<file path="src/hw/rtl/mat_pkg.sv">
// ----------------------------------------------------------------------------
// mat_pkg
// shared constants, codes and types of the moving average trend check
// ----------------------------------------------------------------------------
package mat_pkg;

   localparam int MAX_WINDOW   = 64;
   localparam int SAMPLE_WIDTH = 32;

   localparam int THRESH_W  = 32;
   localparam int STEP_LIM_W = 31;
   localparam int WLEN_W    = 7;
   localparam int CSR_IDX_W = 2;
   localparam int CSR_DATA_W = 32;

   localparam int PTR_W   = (MAX_WINDOW > 1) ? $clog2(MAX_WINDOW) : 1;
   localparam int WIN_W   = $clog2(MAX_WINDOW + 1);
   localparam int EFF_W   = (WIN_W > WLEN_W) ? WIN_W : WLEN_W;
   localparam int SUM_W   = SAMPLE_WIDTH + $clog2(MAX_WINDOW);
   localparam int DIV_CNT_W = $clog2(SUM_W + 1);
   localparam int CMP_W   = ((SAMPLE_WIDTH > THRESH_W) ? SAMPLE_WIDTH : THRESH_W) + 1;
   localparam int DIFF_W  = SAMPLE_WIDTH + 1;
   localparam int STEP_W  = (DIFF_W > STEP_LIM_W) ? DIFF_W : STEP_LIM_W;

   typedef enum logic [CSR_IDX_W-1:0] {
      CSR_THRESHOLD_LOW  = 2'd0,
      CSR_THRESHOLD_HIGH = 2'd1,
      CSR_MAX_STEP       = 2'd2,
      CSR_WINDOW_LENGTH  = 2'd3
   } csr_index_type;

   typedef enum logic [1:0] {
      VERDICT_GOOD   = 2'd0,
      VERDICT_MEDIUM = 2'd1,
      VERDICT_BAD    = 2'd2
   } verdict_type;

   typedef enum logic [2:0] {
      ST_IDLE,
      ST_READ,
      ST_SUB,
      ST_ADD,
      ST_START,
      ST_DIV,
      ST_BAND,
      ST_STEP
   } state_type;

endpackage

</file>
<file path="src/hw/rtl/mat_ram.sv">
// ----------------------------------------------------------------------------
// mat_ram
// generic single write port, single read port ram with registered read data
// ----------------------------------------------------------------------------
module mat_ram #(
   parameter int WIDTH = 32,
   parameter int DEPTH = 64
) (
   input  logic                                       clock,
   input  logic                                       wr_en,
   input  logic [((DEPTH > 1) ? $clog2(DEPTH) : 1)-1:0] wr_addr,
   input  logic [WIDTH-1:0]                           wr_data,
   input  logic [((DEPTH > 1) ? $clog2(DEPTH) : 1)-1:0] rd_addr,
   output logic [WIDTH-1:0]                           rd_data
);

   logic [WIDTH-1:0] mem_ff [DEPTH];
   logic [WIDTH-1:0] rd_data_ff;

   always_ff @(posedge clock) begin
      if (wr_en) begin
         mem_ff[wr_addr] <= wr_data;
      end
      rd_data_ff <= mem_ff[rd_addr];
   end

   assign rd_data = rd_data_ff;

endmodule

</file>
<file path="src/hw/rtl/mat_div.sv">
// ----------------------------------------------------------------------------
// mat_div
// bit-serial restoring divider, signed sum by window length, one quotient
// bit per cycle, truncates toward zero
// ----------------------------------------------------------------------------
module mat_div (
   input  logic                                  clock,
   input  logic                                  reset,
   input  logic                                  start,
   input  logic signed [mat_pkg::SUM_W-1:0]      dividend,
   input  logic [mat_pkg::EFF_W-1:0]             divisor,
   output logic                                  done,
   output logic signed [mat_pkg::SAMPLE_WIDTH-1:0] quotient
);

   import mat_pkg::*;

   logic                    busy_ff, busy_in;
   logic                    done_ff, done_in;
   logic                    neg_ff, neg_in;
   logic [SUM_W-1:0]        mag_ff, mag_in;
   logic [EFF_W-1:0]        rem_ff, rem_in;
   logic [DIV_CNT_W-1:0]    cnt_ff, cnt_in;
   logic [EFF_W:0]          trial;
   logic [SAMPLE_WIDTH-1:0] qmag;

   always_comb begin
      busy_in = busy_ff;
      done_in = 1'b0;
      neg_in  = neg_ff;
      mag_in  = mag_ff;
      rem_in  = rem_ff;
      cnt_in  = cnt_ff;
      trial   = {rem_ff, mag_ff[SUM_W-1]};
      if (start) begin
         busy_in = 1'b1;
         neg_in  = dividend[SUM_W-1];
         mag_in  = dividend[SUM_W-1] ? (~dividend + SUM_W'(1)) : dividend;
         rem_in  = '0;
         cnt_in  = DIV_CNT_W'(SUM_W);
      end else if (busy_ff) begin
         if (trial >= {1'b0, divisor}) begin
            rem_in = EFF_W'(trial - {1'b0, divisor});
            mag_in = {mag_ff[SUM_W-2:0], 1'b1};
         end else begin
            rem_in = trial[EFF_W-1:0];
            mag_in = {mag_ff[SUM_W-2:0], 1'b0};
         end
         cnt_in = cnt_ff - DIV_CNT_W'(1);
         if (cnt_ff == DIV_CNT_W'(1)) begin
            busy_in = 1'b0;
            done_in = 1'b1;
         end
      end
   end

   always_ff @(posedge clock) begin
      if (reset) begin
         busy_ff <= 1'b0;
         done_ff <= 1'b0;
         cnt_ff  <= '0;
      end else begin
         busy_ff <= busy_in;
         done_ff <= done_in;
         cnt_ff  <= cnt_in;
      end
      neg_ff <= neg_in;
      mag_ff <= mag_in;
      rem_ff <= rem_in;
   end

   assign qmag     = mag_ff[SAMPLE_WIDTH-1:0];
   assign quotient = neg_ff ? (~qmag + SAMPLE_WIDTH'(1)) : qmag;
   assign done     = done_ff;

endmodule

</file>
<file path="src/hw/rtl/moving_average_trend_check.sv">
// ----------------------------------------------------------------------------
// moving_average_trend_check
// sliding window mean of trend samples with band and step quality checks
// each request steps through read, sub, add, start, div, band and step; div waits on the
// 38-step serial divider, step while a result waits; new requests are taken only in idle
// reset: synchronous; series, verdict and registers return to defaults,
// window ram keeps its contents and needs no clearing pass
// ----------------------------------------------------------------------------
module moving_average_trend_check (
   input  logic                                    clock,
   input  logic                                    reset,
   input  logic                                    req_valid,
   output logic                                    req_ready,
   input  logic signed [mat_pkg::SAMPLE_WIDTH-1:0] req_sample,
   input  logic                                    req_new_series,
   input  logic                                    req_new_check,
   output logic                                    rsp_valid,
   input  logic                                    rsp_ready,
   output logic signed [mat_pkg::SAMPLE_WIDTH-1:0] rsp_mean,
   output logic [1:0]                              rsp_verdict,
   input  logic                                    csr_valid,
   output logic                                    csr_ready,
   input  logic [mat_pkg::CSR_IDX_W-1:0]           csr_index,
   input  logic [mat_pkg::CSR_DATA_W-1:0]          csr_wdata
);

   import mat_pkg::*;

   state_type state_ff, state_in;

   logic signed [THRESH_W-1:0]     thresh_low_ff, thresh_low_in;
   logic signed [THRESH_W-1:0]     thresh_high_ff, thresh_high_in;
   logic [STEP_LIM_W-1:0]          max_step_ff, max_step_in;
   logic [WLEN_W-1:0]              wlen_ff, wlen_in;

   logic [EFF_W-1:0]               fill_ff, fill_in;
   logic [PTR_W-1:0]               wp_ff, wp_in;
   logic signed [SUM_W-1:0]        sum_ff, sum_in;
   logic signed [SAMPLE_WIDTH-1:0] prev_ff, prev_in;
   logic                           have_prev_ff, have_prev_in;
   verdict_type                    quality_ff, quality_in;

   logic signed [SAMPLE_WIDTH-1:0] sample_ff, sample_in;
   logic signed [SAMPLE_WIDTH-1:0] mean_ff, mean_in;

   logic                           rsp_valid_ff, rsp_valid_in;
   logic signed [SAMPLE_WIDTH-1:0] rsp_mean_ff, rsp_mean_in;
   verdict_type                    rsp_verdict_ff, rsp_verdict_in;

   logic [EFF_W-1:0]               eff_w;
   logic [PTR_W-1:0]               wp_norm;
   logic [EFF_W-1:0]               wp_next;
   logic                           ram_wr_en;
   logic [SAMPLE_WIDTH-1:0]        ram_rd_data;
   logic                           div_start;
   logic                           div_done;
   logic signed [SAMPLE_WIDTH-1:0] div_quotient;
   logic signed [CMP_W-1:0]        mean_cmp, low_cmp, high_cmp;
   logic signed [DIFF_W-1:0]       diff;
   logic [STEP_W-1:0]              diff_abs;

   // effective window: zero counts as one, large values saturate
   always_comb begin
      if (wlen_ff == '0) begin
         eff_w = EFF_W'(1);
      end else if (EFF_W'(wlen_ff) > EFF_W'(MAX_WINDOW)) begin
         eff_w = EFF_W'(MAX_WINDOW);
      end else begin
         eff_w = EFF_W'(wlen_ff);
      end
   end

   assign wp_norm  = (EFF_W'(wp_ff) >= eff_w) ? '0 : wp_ff;
   assign wp_next  = EFF_W'(wp_ff) + EFF_W'(1);
   assign mean_cmp = CMP_W'(mean_ff);
   assign low_cmp  = CMP_W'(thresh_low_ff);
   assign high_cmp = CMP_W'(thresh_high_ff);
   assign diff     = DIFF_W'(mean_ff) - DIFF_W'(prev_ff);
   assign diff_abs = diff[DIFF_W-1] ? STEP_W'(-diff) : STEP_W'(diff);

   always_comb begin
      state_in       = state_ff;
      thresh_low_in  = thresh_low_ff;
      thresh_high_in = thresh_high_ff;
      max_step_in    = max_step_ff;
      wlen_in        = wlen_ff;
      fill_in        = fill_ff;
      wp_in          = wp_ff;
      sum_in         = sum_ff;
      prev_in        = prev_ff;
      have_prev_in   = have_prev_ff;
      quality_in     = quality_ff;
      sample_in      = sample_ff;
      mean_in        = mean_ff;
      rsp_valid_in   = rsp_valid_ff && !rsp_ready;
      rsp_mean_in    = rsp_mean_ff;
      rsp_verdict_in = rsp_verdict_ff;
      ram_wr_en      = 1'b0;
      div_start      = 1'b0;

      if (csr_valid && csr_ready) begin
         case (csr_index_type'(csr_index))
            CSR_THRESHOLD_LOW: begin
               thresh_low_in = csr_wdata[THRESH_W-1:0];
            end
            CSR_THRESHOLD_HIGH: begin
               thresh_high_in = csr_wdata[THRESH_W-1:0];
            end
            CSR_MAX_STEP: begin
               max_step_in = csr_wdata[STEP_LIM_W-1:0];
            end
            CSR_WINDOW_LENGTH: begin
               wlen_in      = csr_wdata[WLEN_W-1:0];
               fill_in      = '0;
               wp_in        = '0;
               sum_in       = '0;
               prev_in      = '0;
               have_prev_in = 1'b0;
            end
            default: begin
            end
         endcase
      end

      case (state_ff)
         ST_IDLE: begin
            if (req_valid) begin
               sample_in = req_sample;
               if (req_new_series) begin
                  fill_in      = '0;
                  wp_in        = '0;
                  sum_in       = '0;
                  prev_in      = '0;
                  have_prev_in = 1'b0;
               end
               if (req_new_check) begin
                  quality_in = VERDICT_GOOD;
               end
               state_in = ST_READ;
            end
         end
         ST_READ: begin
            wp_in    = wp_norm;
            state_in = ST_SUB;
         end
         ST_SUB: begin
            ram_wr_en = 1'b1;
            if (fill_ff >= eff_w) begin
               sum_in = sum_ff - SUM_W'($signed(ram_rd_data));
            end else begin
               fill_in = fill_ff + EFF_W'(1);
            end
            state_in = ST_ADD;
         end
         ST_ADD: begin
            sum_in   = sum_ff + SUM_W'(sample_ff);
            wp_in    = (wp_next >= eff_w) ? '0 : wp_next[PTR_W-1:0];
            state_in = ST_START;
         end
         ST_START: begin
            div_start = 1'b1;
            state_in  = ST_DIV;
         end
         ST_DIV: begin
            if (div_done) begin
               mean_in  = div_quotient;
               state_in = ST_BAND;
            end
         end
         ST_BAND: begin
            if (((mean_cmp < low_cmp) || (mean_cmp > high_cmp)) &&
                (quality_ff == VERDICT_GOOD)) begin
               quality_in = VERDICT_MEDIUM;
            end
            state_in = ST_STEP;
         end
         ST_STEP: begin
            if (!rsp_valid_ff || rsp_ready) begin
               rsp_verdict_in = quality_ff;
               if (have_prev_ff && (diff_abs > STEP_W'(max_step_ff))) begin
                  quality_in     = VERDICT_BAD;
                  rsp_verdict_in = VERDICT_BAD;
               end
               prev_in      = mean_ff;
               have_prev_in = 1'b1;
               rsp_valid_in = 1'b1;
               rsp_mean_in  = mean_ff;
               state_in     = ST_IDLE;
            end
         end
         default: begin
            state_in = ST_IDLE;
         end
      endcase
   end

   always_ff @(posedge clock) begin
      if (reset) begin
         state_ff       <= ST_IDLE;
         thresh_low_ff  <= {1'b1, {(THRESH_W-1){1'b0}}};
         thresh_high_ff <= {1'b0, {(THRESH_W-1){1'b1}}};
         max_step_ff    <= '1;
         wlen_ff        <= WLEN_W'(1);
         fill_ff        <= '0;
         wp_ff          <= '0;
         sum_ff         <= '0;
         prev_ff        <= '0;
         have_prev_ff   <= 1'b0;
         quality_ff     <= VERDICT_GOOD;
         rsp_valid_ff   <= 1'b0;
      end else begin
         state_ff       <= state_in;
         thresh_low_ff  <= thresh_low_in;
         thresh_high_ff <= thresh_high_in;
         max_step_ff    <= max_step_in;
         wlen_ff        <= wlen_in;
         fill_ff        <= fill_in;
         wp_ff          <= wp_in;
         sum_ff         <= sum_in;
         prev_ff        <= prev_in;
         have_prev_ff   <= have_prev_in;
         quality_ff     <= quality_in;
         rsp_valid_ff   <= rsp_valid_in;
      end
      sample_ff      <= sample_in;
      mean_ff        <= mean_in;
      rsp_mean_ff    <= rsp_mean_in;
      rsp_verdict_ff <= rsp_verdict_in;
   end

   mat_ram #(
      .WIDTH (SAMPLE_WIDTH),
      .DEPTH (MAX_WINDOW)
   ) u_window_ram (
      .clock   (clock),
      .wr_en   (ram_wr_en),
      .wr_addr (wp_ff),
      .wr_data (sample_ff),
      .rd_addr (wp_norm),
      .rd_data (ram_rd_data)
   );

   mat_div u_div (
      .clock    (clock),
      .reset    (reset),
      .start    (div_start),
      .dividend (sum_ff),
      .divisor  (eff_w),
      .done     (div_done),
      .quotient (div_quotient)
   );

   assign req_ready   = (state_ff == ST_IDLE);
   assign csr_ready   = 1'b1;
   assign rsp_valid   = rsp_valid_ff;
   assign rsp_mean    = rsp_mean_ff;
   assign rsp_verdict = rsp_verdict_ff;

endmodule

</file>
<file path="config.mk">
export PLATFORM = sky130hd
export DESIGN_NAME = moving_average_trend_check
export DESIGN_NICKNAME = d
export VERILOG_FILES = /design/src/hw/rtl/mat_pkg.sv /design/src/hw/rtl/mat_ram.sv /design/src/hw/rtl/mat_div.sv /design/src/hw/rtl/moving_average_trend_check.sv
export SDC_FILE = /design/constraint.sdc
export NUM_CORES = 2
export LEC_CHECK = 0
export BUFFER_PORTS_ARGS = -buffer_cell sky130_fd_sc_hd__buf_2
export CAP_MARGIN = 15
export CORE_MARGIN = 2
export CORE_UTILIZATION = 55
export DETAILED_ROUTE_END_ITERATION = 6
export GPL_ROUTABILITY_DRIVEN = 0
export PLACE_DENSITY = 0.71
export SLEW_MARGIN = 20
export SYNTH_ARGS = -nofsm -noshare
export SYNTH_HDL_FRONTEND = slang
export SYNTH_SLANG_ARGS = --single-unit
</file>
<file path="constraint.sdc">
create_clock -name clock -period 14.85 [get_ports clock]
set_clock_uncertainty 0.2 [all_clocks]
set_input_delay 1.485 -clock clock [delete_from_list [all_inputs] [get_ports clock]]
set_output_delay 1.485 -clock clock [all_outputs]
set_load 0.03 [all_outputs]
</file>
==> flow_summary.ini <==
[clock_network]
hold_buffers = 0
worstSkewPairLatency_ns = 0.91
root_buffer = clkbuf_16
clk_pin_slew_ns = 0.06
cts_tree = yes
clockBufferDepth = 3
cts-resized-gates = 0
post_cts_buffers = 0
clkSinkCount = 2424
h-tree-depth = 4
cts_made_buffers = 232

[power_and_ir_drop]
switching_share_pct = 23.3
seqPwrFrac_pct = 52.6
p_per_area_mw_per_mm2 = 123
vdd_drop_max_mv = 0.126
p_sw_w = 0.00338
clkPwrFrac_pct = 40.9
intPower_w = 0.0111
comb_power_share_pct = 6.6
leakagePower_nw = 40.3

[final_layout]
fin_nets = 8892
stdcell_area_mm2 = 0.117
drive_gt1_share_pct = 10.2
layout_commonest_cell = edfxtp_1
mostFrequentLayoutCells = edfxtp_1 (2185), nand2_1 (1205), nor2_1 (634)
syn2layout_area_growth_pct = 11.0

[timing]
max_freq_ghz = 0.152
holdWs_ns = 0.254
finalCritPeriodShare_pct = 44.3
tightestPinTransition_ns = 1.19
rsz0062_at_grt = no
period_needed_ns = 6.57
tns_ns = 0
final_max_slew_viol_count = 0
slew_headroom_pct = 20.1
setup_violations = 0
hold_viol = 0

[synth]
postSynthRegisterBits = 2424
ys.flop_type = edfxtp_1
synthTopCellsByArea = edfxtp_1 (62%), dfxtp_1 (4.5%), nand2_1 (4.3%), ha_1 (2.8%), nor2_1 (2.5%)
synth_edf_count = 2185
yosysTopAreaCell = edfxtp_1
synthesis.nets = 8862
synth-seq-area-share_pct = 66.6
synthesis.area_mm2 = 0.106
synth_top_area_share_pct = 62.1
synthDistinctLibCells = 102
avgSynthCellArea_um2 = 12.4
yosys_warnings = 0
ys_async_sr_fraction_pct = 0
syn_inst = 8551

[min_path]
worstHoldPathType = reg2reg

[critical_path]
endpoint = u_window_ram.rd_data[28]
reg2regPathDepth = 15
critical_path.startpoint = wp_ff[0]
endpoint_kind = register
rrSetupSlack_ns = 8.28
critPathLaunchType = register
r2r_start = wp_ff[0]
arrival_ns = 7.15
reg2reg_to = u_window_ram.rd_data[28]
worstPathRequired_ns = 15.43
crit_type = reg2reg
crit_fanout = 59

[detailed_routing]
routedWlPerCell_um = 29.3
ant_nets = 0
via_per_inst = 6.60
dr_total_vias = 74500
drt_iter0_drc = 10900
drcViolationCount = 0
wl_mm = 331
first_pass_iters = 6

[die]
coreArea_mm2 = 0.191
pin_count = 110
die_x_um = 442
initial_core_util_pct = 55.5
rows = 160
die_area_mm2 = 0.196
die_h_um = 442

[global_route]
gr-total-overflow = 0
grt_pass1_vias = 70700
antenna_found_initial = 26
grt_pass1_wl_mm = 476
grt_max_degree = 166
grtUsageTotal_pct = 33.0

[placed_design]
dpl.hpwl_mm = 198
port_buffers = 108
place_area_mm2 = 0.110

[job]
drv_cap = 0

[run_status]
outcome = finished clean
power groups by stage:
stage / clock network (W) / registers, W / logic, W
6_report: 0.00592 / 0.00761 / 0.000954
5_1_grt: 0.00621 / 0.00761 / 0.00102
4_1_cts: 0.00594 / 0.00760 / 0.000933
3_5_place_dp: 0 / 0.00775 / 0.000929
3_3_place_gp: 0 / 0.00775 / 0.000900
2_1_floorplan: 0 / 0.00779 / 0.000520
stage by stage:
step,setup slack (ns),util [%],power (W),instances
final,8.28,61.6,0.0145,11300
after global routing,8.06,61.6,0.0148,11300
after CTS,8.37,61.6,0.0145,11300
after detailed placement,8.35,57.6,0.00868,10900
after global placement,8.40,57.6,0.00865,10900
after floorplan,9.79,-,0.00831,8551
worst max-delay path, cell delays in order, from the launching register on:
cell	delay [ns]
dfxtp_4	0.66
inv_6	0.29
ha_1	0.38
nand2b_1	0.11
a21o_1	0.11
a21o_1	0.16
a21oi_1	0.21
o211ai_1	0.38
buf_4	0.54
buf_4	0.66
buf_4	0.72
and3_1	0.28
a31oi_1	0.06
o211ai_1	0.65
o211ai_1	0.47
or3_1	0.47
worst min path at each step:
stage / startpoint / end / slack (ns) / cells after the start
floorplan: sum_ff[37] / u_div.neg_ff / 0.21 / 0
global placement: thresh_low_ff[23] / thresh_low_ff[23] / 0.24 / 2
detailed placement: thresh_low_ff[0] / thresh_low_ff[0] / 0.25 / 2
CTS: thresh_low_ff[0] / thresh_low_ff[0] / 0.26 / 2
global route: thresh_low_ff[30] / thresh_low_ff[30] / 0.28 / 2
finish: thresh_low_ff[30] / thresh_low_ff[30] / 0.25 / 2
area by class of cell:
| type | count | area, um^2 |
|---|---|---|
| inverter | 218 | 823 |
| timing repair buffer | 324 | 2310 |
| clock buffer | 304 | 6190 |
| clock inverter | 130 | 1390 |
| sequential | 2424 | 70400 |
| fill | 14400 | 73200 |
| multi-input combinational | 5381 | 33100 |
| tap | 2511 | 3140 |
| antenna | 8 | 20.0 |
cells by family (layout without fill, tap and decap cells):
family / count (synthesis) / in the layout / share of synthesized area, %
DFF: 2424 / 2424 / 66.6
and+or+nand+nor: 2806 / 2806 / 11.8
AOI/OAI and AO/OA: 1922 / 1922 / 12.1
other: 1 / 9 / 0.00355
buffers and inverters: 746 / 976 / 2.72
adders and majority gates: 238 / 238 / 2.85
xor gates and xnor gates: 187 / 187 / 1.56
muxes: 227 / 227 / 2.47
Yosys cell counts (60+ instances only):
master / instances
inv_1: 216
xnor2_1: 100
o21ai_0: 313
clkbuf_1: 404
a211oi_1: 192
nor3_1: 94
mux2i_1: 174
edfxtp_1: 2185
and3_1: 94
ha_1: 234
o22ai_1: 105
or3_1: 95
a21oi_1: 457
buf_1: 75
nand2_1: 1206
o211ai_1: 113
a211o_1: 60
a31oi_1: 133
xor2_1: 86
a21o_1: 83
dfxtp_1: 239
nor2_1: 706
nand3_1: 331
routing by layer:
metal	global-route usage, %	vias to the layer above	routed length (um)
met5	0	-	136
met1	41.9	36400	117000
met2	51.0	4906	149000
met3	7.37	1001	39100
li1	-	32200	-
met4	22.0	24	25800
flip-flops by register name, summed over array words and instances, names as in the netlist, 31 cells and up:
register and flops:
rsp_mean 32, u_window_ram.mem_ff 2048, thresh_low_ff 32, prev_ff 32
thresh_high_ff 32, mean_ff 32, sum_ff 38, u_div.mag_ff 38
max_step_ff 31, sample_ff 32, u_window_ram.rd_data 32
(Power assumes the default switching activity.)
